## src/sv/tap_pkg.sv

```systemverilog
// Shared types and constants for the triangle area accumulator.
// Used by the controller, the datapath and the top level; depends on nothing.
`default_nettype none

package tap_pkg;

    localparam int COORD_WIDTH_DEF = 24;
    localparam int ENTRY_W = 20;
    localparam int ROW_W = 60;
    localparam int CFG_IDX_W = 3;
    localparam int P_W = 28;
    localparam int D_W = 29;
    localparam int CA_W = 57;
    localparam int CR_W = 56;
    localparam int HALF_W = 28;
    localparam int SQ_W = 112;
    localparam int ROOT_W = 56;
    localparam int REM_W = 58;
    localparam int ROOT_CNT_W = 6;
    localparam int AREA_W = 32;
    localparam int AREA_LSB = 17;
    localparam int SUM_W = 48;
    localparam int CNT_W = 32;

    localparam logic [CFG_IDX_W-1:0] REG_ROW_X = 3'd0;
    localparam logic [CFG_IDX_W-1:0] REG_ROW_Y = 3'd1;
    localparam logic [CFG_IDX_W-1:0] REG_ROW_Z = 3'd2;
    localparam logic [CFG_IDX_W-1:0] REG_AREA_LIMIT = 3'd3;

    typedef enum logic [3:0] {
        ST_IDLE,
        ST_CART,
        ST_CART_END,
        ST_EDGE,
        ST_CROSS,
        ST_SQUARE,
        ST_SQ_END,
        ST_ROOT_INIT,
        ST_ROOT,
        ST_FINISH
    } state_t;

    typedef enum logic [1:0] {
        MOP_NONE,
        MOP_CART,
        MOP_CROSS,
        MOP_SQUARE
    } mop_t;

    typedef struct packed {
        logic       store_corner;
        logic [1:0] corner_slot;
        logic       clear_sums;
        mop_t       mop;
        logic [1:0] k;
        logic [1:0] i;
        logic [1:0] j;
        logic       edge_load;
        logic       root_init;
        logic       root_step;
        logic       finish;
    } cmd_t;

    typedef struct packed {
        logic out_free;
    } status_t;

endpackage

`default_nettype wire

```

## src/sv/tap_ctrl.sv

```systemverilog
// Sequencer for the triangle area accumulator: corner intake and the
// multiply, square root and finish schedule. Depends on tap_pkg.
`default_nettype none

module tap_ctrl (
    input  wire logic              clk,
    input  wire logic              rst_n,
    input  wire logic              in_valid,
    input  wire logic              start_of_surface,
    output logic                   in_stall,
    input  wire tap_pkg::status_t  status,
    output tap_pkg::cmd_t          cmd
);

    tap_pkg::state_t state_reg, state_next;
    logic [1:0] phase_reg, phase_next;
    logic [1:0] ci_reg, ci_next;
    logic [1:0] cj_reg, cj_next;
    logic [1:0] ck_reg, ck_next;
    logic [tap_pkg::ROOT_CNT_W-1:0] cnt_reg, cnt_next;
    logic [1:0] slot;

    always_ff @(posedge clk or negedge rst_n)
    begin
        if (!rst_n)
        begin
            state_reg <= tap_pkg::ST_IDLE;
            phase_reg <= 2'd0;
            ci_reg <= 2'd0;
            cj_reg <= 2'd0;
            ck_reg <= 2'd0;
            cnt_reg <= '0;
        end
        else
        begin
            state_reg <= state_next;
            phase_reg <= phase_next;
            ci_reg <= ci_next;
            cj_reg <= cj_next;
            ck_reg <= ck_next;
            cnt_reg <= cnt_next;
        end
    end

    always_comb
    begin
        state_next = state_reg;
        phase_next = phase_reg;
        ci_next = ci_reg;
        cj_next = cj_reg;
        ck_next = ck_reg;
        cnt_next = cnt_reg;
        cmd = '0;
        in_stall = 1'b1;
        slot = start_of_surface ? 2'd0 : phase_reg;
        case (state_reg)
            tap_pkg::ST_IDLE:
            begin
                in_stall = 1'b0;
                if (in_valid)
                begin
                    cmd.store_corner = 1'b1;
                    cmd.corner_slot = slot;
                    cmd.clear_sums = start_of_surface;
                    if (slot == 2'd2)
                    begin
                        phase_next = 2'd0;
                        ci_next = 2'd0;
                        cj_next = 2'd0;
                        ck_next = 2'd0;
                        state_next = tap_pkg::ST_CART;
                    end
                    else
                    begin
                        phase_next = slot + 2'd1;
                    end
                end
            end
            tap_pkg::ST_CART:
            begin
                cmd.mop = tap_pkg::MOP_CART;
                cmd.k = ck_reg;
                cmd.i = ci_reg;
                cmd.j = cj_reg;
                if (cj_reg == 2'd2)
                begin
                    cj_next = 2'd0;
                    if (ci_reg == 2'd2)
                    begin
                        ci_next = 2'd0;
                        if (ck_reg == 2'd2)
                        begin
                            ck_next = 2'd0;
                            state_next = tap_pkg::ST_CART_END;
                        end
                        else
                        begin
                            ck_next = ck_reg + 2'd1;
                        end
                    end
                    else
                    begin
                        ci_next = ci_reg + 2'd1;
                    end
                end
                else
                begin
                    cj_next = cj_reg + 2'd1;
                end
            end
            tap_pkg::ST_CART_END:
            begin
                state_next = tap_pkg::ST_EDGE;
            end
            tap_pkg::ST_EDGE:
            begin
                cmd.edge_load = 1'b1;
                ci_next = 2'd0;
                cj_next = 2'd0;
                state_next = tap_pkg::ST_CROSS;
            end
            tap_pkg::ST_CROSS:
            begin
                cmd.mop = tap_pkg::MOP_CROSS;
                cmd.i = ci_reg;
                cmd.j = cj_reg;
                if (cj_reg == 2'd1)
                begin
                    cj_next = 2'd0;
                    if (ci_reg == 2'd2)
                    begin
                        ci_next = 2'd0;
                        state_next = tap_pkg::ST_SQUARE;
                    end
                    else
                    begin
                        ci_next = ci_reg + 2'd1;
                    end
                end
                else
                begin
                    cj_next = 2'd1;
                end
            end
            tap_pkg::ST_SQUARE:
            begin
                cmd.mop = tap_pkg::MOP_SQUARE;
                cmd.i = ci_reg;
                cmd.j = cj_reg;
                if (cj_reg == 2'd2)
                begin
                    cj_next = 2'd0;
                    if (ci_reg == 2'd2)
                    begin
                        ci_next = 2'd0;
                        state_next = tap_pkg::ST_SQ_END;
                    end
                    else
                    begin
                        ci_next = ci_reg + 2'd1;
                    end
                end
                else
                begin
                    cj_next = cj_reg + 2'd1;
                end
            end
            tap_pkg::ST_SQ_END:
            begin
                state_next = tap_pkg::ST_ROOT_INIT;
            end
            tap_pkg::ST_ROOT_INIT:
            begin
                cmd.root_init = 1'b1;
                cnt_next = '0;
                state_next = tap_pkg::ST_ROOT;
            end
            tap_pkg::ST_ROOT:
            begin
                cmd.root_step = 1'b1;
                if (cnt_reg == tap_pkg::ROOT_CNT_W'(tap_pkg::ROOT_W - 1))
                begin
                    state_next = tap_pkg::ST_FINISH;
                end
                else
                begin
                    cnt_next = cnt_reg + 1'b1;
                end
            end
            tap_pkg::ST_FINISH:
            begin
                if (status.out_free)
                begin
                    cmd.finish = 1'b1;
                    state_next = tap_pkg::ST_IDLE;
                end
            end
            default:
            begin
                state_next = tap_pkg::ST_IDLE;
            end
        endcase
    end

endmodule

`default_nettype wire

```

## config.mk

```make
export PLATFORM = sky130hd
export DESIGN_NAME = tap_ctrl
export DESIGN_NICKNAME = d
export VERILOG_FILES = /design/src/sv/tap_pkg.sv /design/src/sv/tap_ctrl.sv
export SDC_FILE = /design/constraint.sdc
export NUM_CORES = 1
export LEC_CHECK = 0
export ABC_CLOCK_PERIOD_IN_PS = 1570
export BUFFER_PORTS_ARGS = -buffer_cell sky130_fd_sc_hd__buf_2
export CAP_MARGIN = 10
export CELL_PAD_IN_SITES_DETAIL_PLACEMENT = 1
export CELL_PAD_IN_SITES_GLOBAL_PLACEMENT = 1
export CORE_AREA = 3 3 55 67
export DETAILED_ROUTE_END_ITERATION = 8
export DIE_AREA = 0 0 58 70
export GPL_ROUTABILITY_DRIVEN = 0
export PLACE_DENSITY_LB_ADDON = 0.1
export RECOVER_POWER = 50
export SLEW_MARGIN = 20
export SYNTH_ARGS = -nofsm -noshare
export SYNTH_HDL_FRONTEND = slang
export SYNTH_SLANG_ARGS = --single-unit
```

## constraint.sdc

```tcl
create_clock -name clk -period 1.57 [get_ports clk]
set_clock_uncertainty 0.15 [all_clocks]
set_input_delay 0.3925 -clock clk [delete_from_list [all_inputs] [get_ports clk]]
set_output_delay 0.3925 -clock clk [all_outputs]
set_load 0.005 [all_outputs]
```

# Word-level counts from Yosys, hierarchy flattened
# Index checks and enable logic that the tools add are counted.
# word_totals
regBits,18
word_cells,91
in_bits,5
out_inout_bits,17
# classes
n_eq_ne,28
reduce_logical,12
addsub,5
n_mux,40
# op_table
cell,n
$mux 4,14
$pmux 4 s10,1
$mux 2,12
$ne 2x2->1 const B,12
$eq 4x3->1 const B,4
$pmux 2 s4,2
$pmux 6 s2,1
$reduce_and 11->1,1
$reduce_and 5->1,2
$add 2x1->2 const B,4
$eq 2x2->1 const B,4
$eq 4x2->1 const B,2
$eq 4x4->1 const B,2
$mux 1,7
$add 6x1->6 const B,1
$eq 6x6->1 const B,1
$mux 6,1
$pmux 2 s3,1
$eq 4x1->1 const B,1
$logic_not 4->1,1
$pmux 2 s2,1
$reduce_and 2->1,2
$reduce_bool 2->1,2
$reduce_bool 4->1,1
5 further kinds,5

# Logic depth before layout (Yosys ltp)
# Gate-level depths: netlist (run 1).
# logic_depth
depth_word,5
ltp_mapped,6

# Worst setup path after synthesis (run 1)
# No wires, ideal clock.
# synth_timing
path_type,flip-flop to output port
start,register state_reg[2]
end,output cmd[13] (netlist name)
stages_incl_launch_ff,4
path_slack_ns,-0.218
t_arrival_ns,1.245
path_cell_list,dfrtp_1 nor4_2 nand2_1 nor3b_1
# synth_lines
item,line_no,text
from (decl),tap_ctrl.sv:15,"tap_pkg::state_t state_reg, state_next;"
from (signal assigned),tap_ctrl.sv:27,state_reg <= tap_pkg::ST_IDLE;
from (signal assigned),tap_ctrl.sv:36,state_reg <= state_next;
to (decl),tap_ctrl.sv:12,output tap_pkg::cmd_t cmd

==> results of run 1 <==
[metrics by stage]
stage          instances  power [mW]
2_1_floorplan        120        2.10
3_3_place_gp         209        2.92
3_5_place_dp         209        3.03
4_1_cts              223        4.01
5_1_grt              234        4.83
6_report             234        4.50
[worst paths after layout]
path | start | to | depth (start not counted)
worst max-delay path | state_reg[1]$_DFFE_PN0P_ | cmd[13] | 4
worst min-delay path | rst_n | cnt_reg[2]$_DFFE_PN0P_ | 2
worst max register to register | state_reg[2]$_DFFE_PN0P_ | state_reg[1]$_DFFE_PN0P_ | 7
worst min register to register | cnt_reg[5]$_DFFE_PN0P_ | cnt_reg[5]$_DFFE_PN0P_ | 2
max in group asynchronous | rst_n | state_reg[3]$_DFFE_PN0P_ | 2
min in group clk | start_of_surface | phase_reg[0]$_DFFE_PN0P_ | 4
[metal layers]
metal | share of wire (%) | routed length (um) | vias to the layer above
met5 | 0 | 0 | -
met4 | 1.7 | 71 | 0
met3 | 2.6 | 105 | 4
met2 | 56 | 2300 | 19
met1 | 39 | 1590 | 595
li1 | - | - | 583
[cell type report]
class | instances | area [um2]
multi-input combinational | 92 | 856
tap | 36 | 45.0
timing repair buffer | 78 | 601
sequential | 18 | 455
fill | 346 | 1070
clock buffer | 4 | 26.3
inverter | 6 | 30.0
[cell usage in the layout, fill, tap and decap left out, drive strengths merged, types with 2 or more instances in the layout]
cell type / n
nor3b: 4
nand2: 11
a21oi: 4
nand4: 3
xor2: 2
o22ai: 2
mux2: 3
inv: 6
nand3b: 2
mux2i: 2
nor4: 3
nor2b: 8
nand2b: 3
nor2: 12
nor3: 7
or3: 2
clkbuf: 5
nor4b: 2
o21ai: 8
dfrtp: 18
and2: 3
buf: 76
[power breakdown]
part	switching [mW]	internal, mW	total [mW]
sequential	0.178	0.642	0.819
combinational	1.56	1.85	3.41
clock	0.171	0.0995	0.271
total	1.91	2.60	4.50
[logic make-up after synthesis]
kind of cell / after synthesis / synth area share [%]
AOI/OAI and AO/OA: 20 / 11.7
xor gates and xnor gates: 3 / 2.38
adders and majority gates: 1 / 1.13
buffers and inverters: 10 / 5.21
DFF: 18 / 40.8
muxes: 5 / 4.87
and+or+nand+nor: 63 / 34.0
[worst register-to-register path, stage by stage (launching register included)]
cell and delay, ns:
dfrtp_2 0.48, buf_8 0.17, buf_6 0.12, buf_6 0.11
or3_4 0.43, o22ai_4 0.20, nor4b_4 0.09, nor3b_2 0.17
[repair_timing]
| item | in CTS | in global routing |
|---|---|---|
| pin swaps | 10 | 7 |
| buffers inserted | 10 | 14 |
| endpoints found under the setup margin | 32 | 34 |
| resized for setup | 41 | 28 |
| hold buffers | 1 | 0 |
| endpoints found under the hold margin | 18 | 0 |
==> results.md, run 1 <==
- Grt total ovfl: 0
- DRC Markers: 0
- Critical-path top delay cell: dfrtp_2
- Relative slew slack: roughly two thirds
- Max-cap violations: 0
- Distinct cell type count of the synthesized netlist: 38
- IO Pins: 22
- Final Cell Area: just over 2000 um2
- Detail Placement HPWL: roughly 2.5 mm
- Startpoint Class: register
- Pin count of the biggest net entering global routing: 19
- GRT busiest layer: met2
- Area delta synth->final: 82.2%
- Pre-CTS setup slack: -0.285 ns
- Core Util, Final: roughly 65%
- FF+latch count, synth: 18
- CP Capture Type: output pin
- Area contributors post-synth: dfrtp_1, nor2b_1, nor2_1, nand2_1, nor3_1
- Iter 0 DRT Violations: 26
- Clock buffer depth: 2
- Final Hold Vio Count: 0
- Wirelength per Cell: between 15 and 20 um
- Clock root cell: clkbuf_4
- Buf/Inv on CP: 1
- Max reg flops: 6
- GR Util met1: 21.6%
- Synth Area per Inst: 9.21 um2
- Primary FF master, synth: dfrtp_1
- Post-synth ARST share: 100%
- Sequential area share after synthesis: 40.8%
- I/O Buffers: 21
- Row count: 22
- Clk slew on worst S/H paths: 0.12 ns
- Setup CP Type: reg -> out
- Vias in the first global route: ~1300
- Worst Max-Slew Pin Slew: between 0.4 and 0.5 ns
- Crit-path max cell delay: 0.47 ns
- Failing checks: negative setup slack
- CTS tree: done
- Gr usage total: around a fifth
- CTS Buf Count: 3
- Routed wire length: 4.07 mm
- Clock Latency Late Sink: 0.32 ns
- Most common cell in the netlist: dfrtp_1
- Hold_ws: 0.385 ns
- Die X: 58 um
- Leak: between 0.9 and 1 nW
- CP Data Arrival Time: 1.62 ns
- First-pass GRT wire length: 6.21 mm
- VDD IR-drop max: 0.00153 V
- Met2 Use GR: between 30% and 40%
- Worst hold path class: in -> async
- Status: finished with violations
- Initial antenna violation count: 0
- Vias: around 1200
- Remaining antenna violation count: 0
- Setup violators final: 34
- Placed Area: 1550 um2
- Layout cells sized above 1: between 60% and 70%
- Synth warn: 0
- Drt via density: 5.13
- Initial Util: 35.8%
- Unrepaired setup endpoints after global routing: yes
- Peak Freq: around 0.46 GHz
- Power per cell area: 2240 nW/um2
- Setup TNS: -12.27 ns
- Sink Count: 18
- # diodes: 0
- Vert. Die Dim: 70 um
- CP delay by family, top: simple AND/OR/NAND/NOR gates
- Worst path cell trace: nor4_4, nand2_2, nor3b_2, buf_2
- Synthesized area: 1100 um2
- Worst path required time: ~1 ns
- Post-synth top area share: 40.8%
- Final Cycle Share: 138%
- Largest area contributor in the netlist: dfrtp_1
- Post-synth top cells: dfrtp_1, nor2_1, nand2_1
- Htree depth: 1
- Max Transition Viols Final: 0
- Syn_nets: 126
- Post-layout min period: about 2.2 ns
- Initial DRT Pass Iterations: 4
- Synth Instances: 120
- EDFF count, synth: 0
- Core area: 3080 um2
- Crit Path Max Fanout: 4
- R2R Setup Slk: -0.44 ns
- NumNets Final: between 200 and 250
- Die ar.: 4060 um2
- Final Worst Setup Slack: -0.591 ns
- GR Util met3: 2.59%
No activity file was read; power rests on OpenSTA's default activity.
==> inputs of run 2 (changes only) <==
--- a/constraint.sdc
+++ b/constraint.sdc
@@ -4,2 +4,2 @@
 set_output_delay 0.3925 -clock clk [all_outputs]
-set_load 0.005 [all_outputs]
+set_load 0.02 [all_outputs]
==> run 2 against run 1 <==
Effect of this change: the run now fails in global routing (5_1_grt); area after synthesis did not move; synthesized cell count is the same.
==> results.md, run 2 <==
- Post-synth top area share: 40.8% (unchanged)
- Syn_nets: 126 (unchanged)
- Die X: 58 um (unchanged)
- Main combinational cell family by area after synthesis: simple AND/OR/NAND/NOR gates
- Xor/xnor share of the synthesized area: 2.38% (unchanged)
- # placed instances: 211 (+0.96%)
- Distinct cell type count of the synthesized netlist: 38 (unchanged)
- Row count: 22 (unchanged)
- Status: did not finish
- Sequential area share after synthesis: 40.8% (unchanged)
- Compound-Gate Fraction of Synth Area: 11.7% (unchanged)
- Simple-gate share of the synthesized area: 34.0% (unchanged)
- Synth Instances: 120 (unchanged)
- Clock buffer depth: 2 (unchanged)
- FF+latch count, synth: 18 (unchanged)
- Err: [ERROR DPL-0033] detailed placement checks failed during check placement.
- Synth Area in Adders: 1.13% (unchanged)
- Synth Area per Inst: 9.21 um2 (unchanged)
- Primary FF master, synth: dfrtp_1
- Htree depth: 1 (unchanged)
- Synth warn: 0 (unchanged)
- Largest area contributor in the netlist: dfrtp_1
- Sink Count: 18 (unchanged)
- EDFF count, synth: 0 (unchanged)
- Most common cell in the netlist: dfrtp_1
- Detail Placement HPWL: 2.52 mm (-1.0%)
- CTS Buf Count: 3 (unchanged)
- Area contributors post-synth: dfrtp_1, nor2b_1, nor2_1, nand2_1, nor3_1
- Stopped at: global routing (5_1_grt)
- Initial antenna violation count: 0
- Pin count of the biggest net entering global routing: 19
- Initial Util: 35.8% (unchanged)
- Worst EP kind: output port
- Synthesized area: 1100 um2 (unchanged)
- Post-GRT worst EP: cmd[13]
- Vert. Die Dim: 70 um (unchanged)
- Clock root cell: clkbuf_4
- IO Pins: 22 (unchanged)
- Multiplexer share of the synthesized area: 4.87% (unchanged)
- Post-synth top cells: dfrtp_1, nor2_1, nand2_1
- Post-synth ARST share: 100% (unchanged)
- Placed Area: 1610 um2 (+3.6%)
- I/O Buffers: 21 (unchanged)
run 2: cell counts after synthesis:
No cell type changed its count.
run 2: stage by stage:
step           worst slack (ns)  hold slack (ns)  utilization, %
2_1_floorplan            -0.316          -0.0531               -
3_3_place_gp             -0.311            0.205            52.1
3_5_place_dp             -0.315            0.209            52.1
4_1_cts                  -0.576            0.400            67.7
run 2: what timing repair did:
item                                    in CTS
gates resized for setup                     76
pin swaps                                   17
endpoints found under the setup margin      33
setup buffers                               20
endpoints found under the hold margin       18
hold buffers                                 1
run 2: logic make-up after synthesis:
group                      after synthesis
and+or+nand+nor                         63
muxes                                    5
adders and majority gates                1
buffers and inverters                   10
DFF                                     18
AOI/OAI and AO/OA                       20
xor gates and xnor gates                 3
==> inputs of run 3 (changes only) <==
- ABC_CLOCK_PERIOD_IN_PS: 1570 -> 2050
- CELL_PAD_IN_SITES_DETAIL_PLACEMENT: 1 -> not set
- CELL_PAD_IN_SITES_GLOBAL_PLACEMENT: 1 -> not set
- CORE_AREA: 3 3 55 67 -> 3 3 66 68
- DIE_AREA: 0 0 58 70 -> 0 0 69 71
- PLACE_DENSITY_LB_ADDON: 0.1 -> 0.15
- clock period: 1.57 -> 2.05 ns (I/O delays scaled with it)
==> run 3 against run 2 <==
Effect of this change: the flow now finishes, with violations (negative setup slack).
==> results.md, run 3 (synthesis gave the netlist of run 1 again) <==
- Peak Freq: between 0.4 and 0.5 GHz
- Clock Latency Late Sink: around 0.25 ns
- Initial Util: 28.2% (-7.6 points)
- Leak: 0.775 nW
- Remaining antenna violation count: 0
- CP Capture Type: output pin
- Seq pwr share: 22.5%
- Buf/Inv on CP: 1
- Commonest non-fill, non-tap cell in the layout: buf_4
- Status: finished with violations
- Grt total ovfl: 0
- Switching power total: about 1.2 mW
- # diodes: 0
- Final Worst Setup Slack: -0.107 ns
- Max Transition Viols Final: 0
- DRC Markers: 0
- Core area: 3910 um2
- CTS Buf Count: 3 (unchanged)
- Reg2reg end: state_reg[1]$_DFFE_PN0P_
- Startpoint Class: register
- I/O Buffers: 21 (unchanged)
- Clock root cell: clkbuf_8
- Critical-path top delay cell: dfrtp_1
- Total Power: between 2 and 3 mW
- Unrepaired setup endpoints after global routing: yes
- Vias: 1076
- Combinational share of power: 68.6%
- CP delay by family, top: simple AND/OR/NAND/NOR gates
- Setup violators final: 9
- Detail Placement HPWL: 2.05 mm (-19%)
- Initial DRT Pass Iterations: 4
- Drt via density: roughly 5.0
- Iter 0 DRT Violations: 13
- R2R depth: 7
- Worst hold path class: in -> async
- Clock buffer depth: 2 (unchanged)
- VDD IR-drop max: roughly 0.00094 V
- Row count: 23 (+4.5%)
- CP Data Arrival Time: approximately 1.5 ns
- Crit Path Max Fanout: 3
- Die ar.: 4900 um2
- Routed wire length: 3.09 mm
- Worst Max-Slew Pin Slew: 1.05 ns
- Final Hold Vio Count: 0
- Gr usage total: 12.2%
- Die X: 69 um (+19%)
- R2R Setup Slk: 0.06 ns
- Area delta synth->final: 53.9%
- Vert. Die Dim: 71 um (+1.4%)
- Pin count of the biggest net entering global routing: 19
- Reg-to-reg critical path startpoint: state_reg[3]$_DFFE_PN0P_
- Layout cells sized above 1: 47.0%
- Hold buffers post-CTS: 0 (-1)
- Htree depth: 1 (unchanged)
- Vias in the first global route: approximately 1100
- Crit-path max cell delay: 0.42 ns
- Final Cycle Share: 105%
- CTS tree: done
- Setup CP Type: reg -> out
- Failing checks: negative setup slack
- Sw Share: around 44%
- Leading cell types in the layout, fill and taps excluded: buf_4, dfrtp_1, buf_6
- Clock share of power: 8.9%
- First-pass GRT wire length: between 4 and 5 mm
- Initial antenna violation count: 0
- Max-cap violations: 0
- Worst path cell trace: nor4_4, nand2_2, nor3b_2, buf_4
- Worst path required time: around 1.4 ns
- Sink Count: 18 (unchanged)
- Max reg flops: 6
- Power per cell area: approximately 1700 nW/um2
- NumNets Final: around 170
- Wirelength per Cell: 14.3 um
- IO Pins: 22 (unchanged)
- Clk slew on worst S/H paths: 0.07 ns
- Relative slew slack: 30.2%
- Internal power: 1.61 mW
- Core Util, Final: 43.4%
- Post-layout min period: 2.16 ns
## run 3: worst max-delay path by stage
stage | to | cells past startpoint | from
finish | cmd[13] | 4 | state_reg[0]$_DFFE_PN0P_
global placement | cmd[13] | 4 | state_reg[2]$_DFFE_PN0P_
floorplan | cmd[13] | 3 | state_reg[2]$_DFFE_PN0P_
detailed placement | cmd[13] | 4 | state_reg[2]$_DFFE_PN0P_
global route | cmd[13] | 4 | state_reg[0]$_DFFE_PN0P_
CTS | cmd[13] | 4 | state_reg[0]$_DFFE_PN0P_
## run 3: per-stage QoR
stage | hold WS [ns] | setup slack, ns | TNS, ns | area, um2 | instances
after floorplan | 0.0669 | 0.0140 | 0 | 1110 | 120
after global placement | 0.332 | 0.135 | 0 | 1390 | 204
after detailed placement | 0.338 | 0.0994 | 0 | 1390 | 204
after CTS | 0.0596 | -0.152 | -0.571 | 1490 | 209
after global routing | 0.350 | -0.211 | -1.73 | 1700 | 216
final | 0.269 | -0.107 | -0.465 | 1700 | 216
## run 3: area by class of cell
class / count / area, um2
clock buffer: 3 / 41.3
inverter: 6 / 27.5
fill: 405 / 2210
timing repair buffer: 47 / 409
tap: 50 / 62.6
sequential: 18 / 452
multi-input combinational: 92 / 708
## run 3: power by group through the flow
stage | Clock (mW) | Sequential, mW | Combinational (mW)
final | 0.252 | 0.643 | 1.96
after detailed placement | 0 | 0.622 | 1.44
after global routing | 0.287 | 0.671 | 2.13
after global placement | 0 | 0.618 | 1.43
after floorplan | 0 | 0.587 | 1.00
after CTS | 0.261 | 0.618 | 1.58
## run 3: metal layers
| metal | track usage (%) | wire [um] |
|---|---|---|
| met5 | 0 | 0 |
| met3 | 4.40 | 147 |
| met2 | 20.3 | 1550 |
| met1 | 15.2 | 1350 |
| met4 | 3.04 | 41 |
## run 3: what timing repair did
action	4_1_cts	5_1_grt
gates cloned	0	1
pin swaps	5	6
buffers inserted	2	6
endpoints found under the setup margin	14	18
resized for setup	15	39
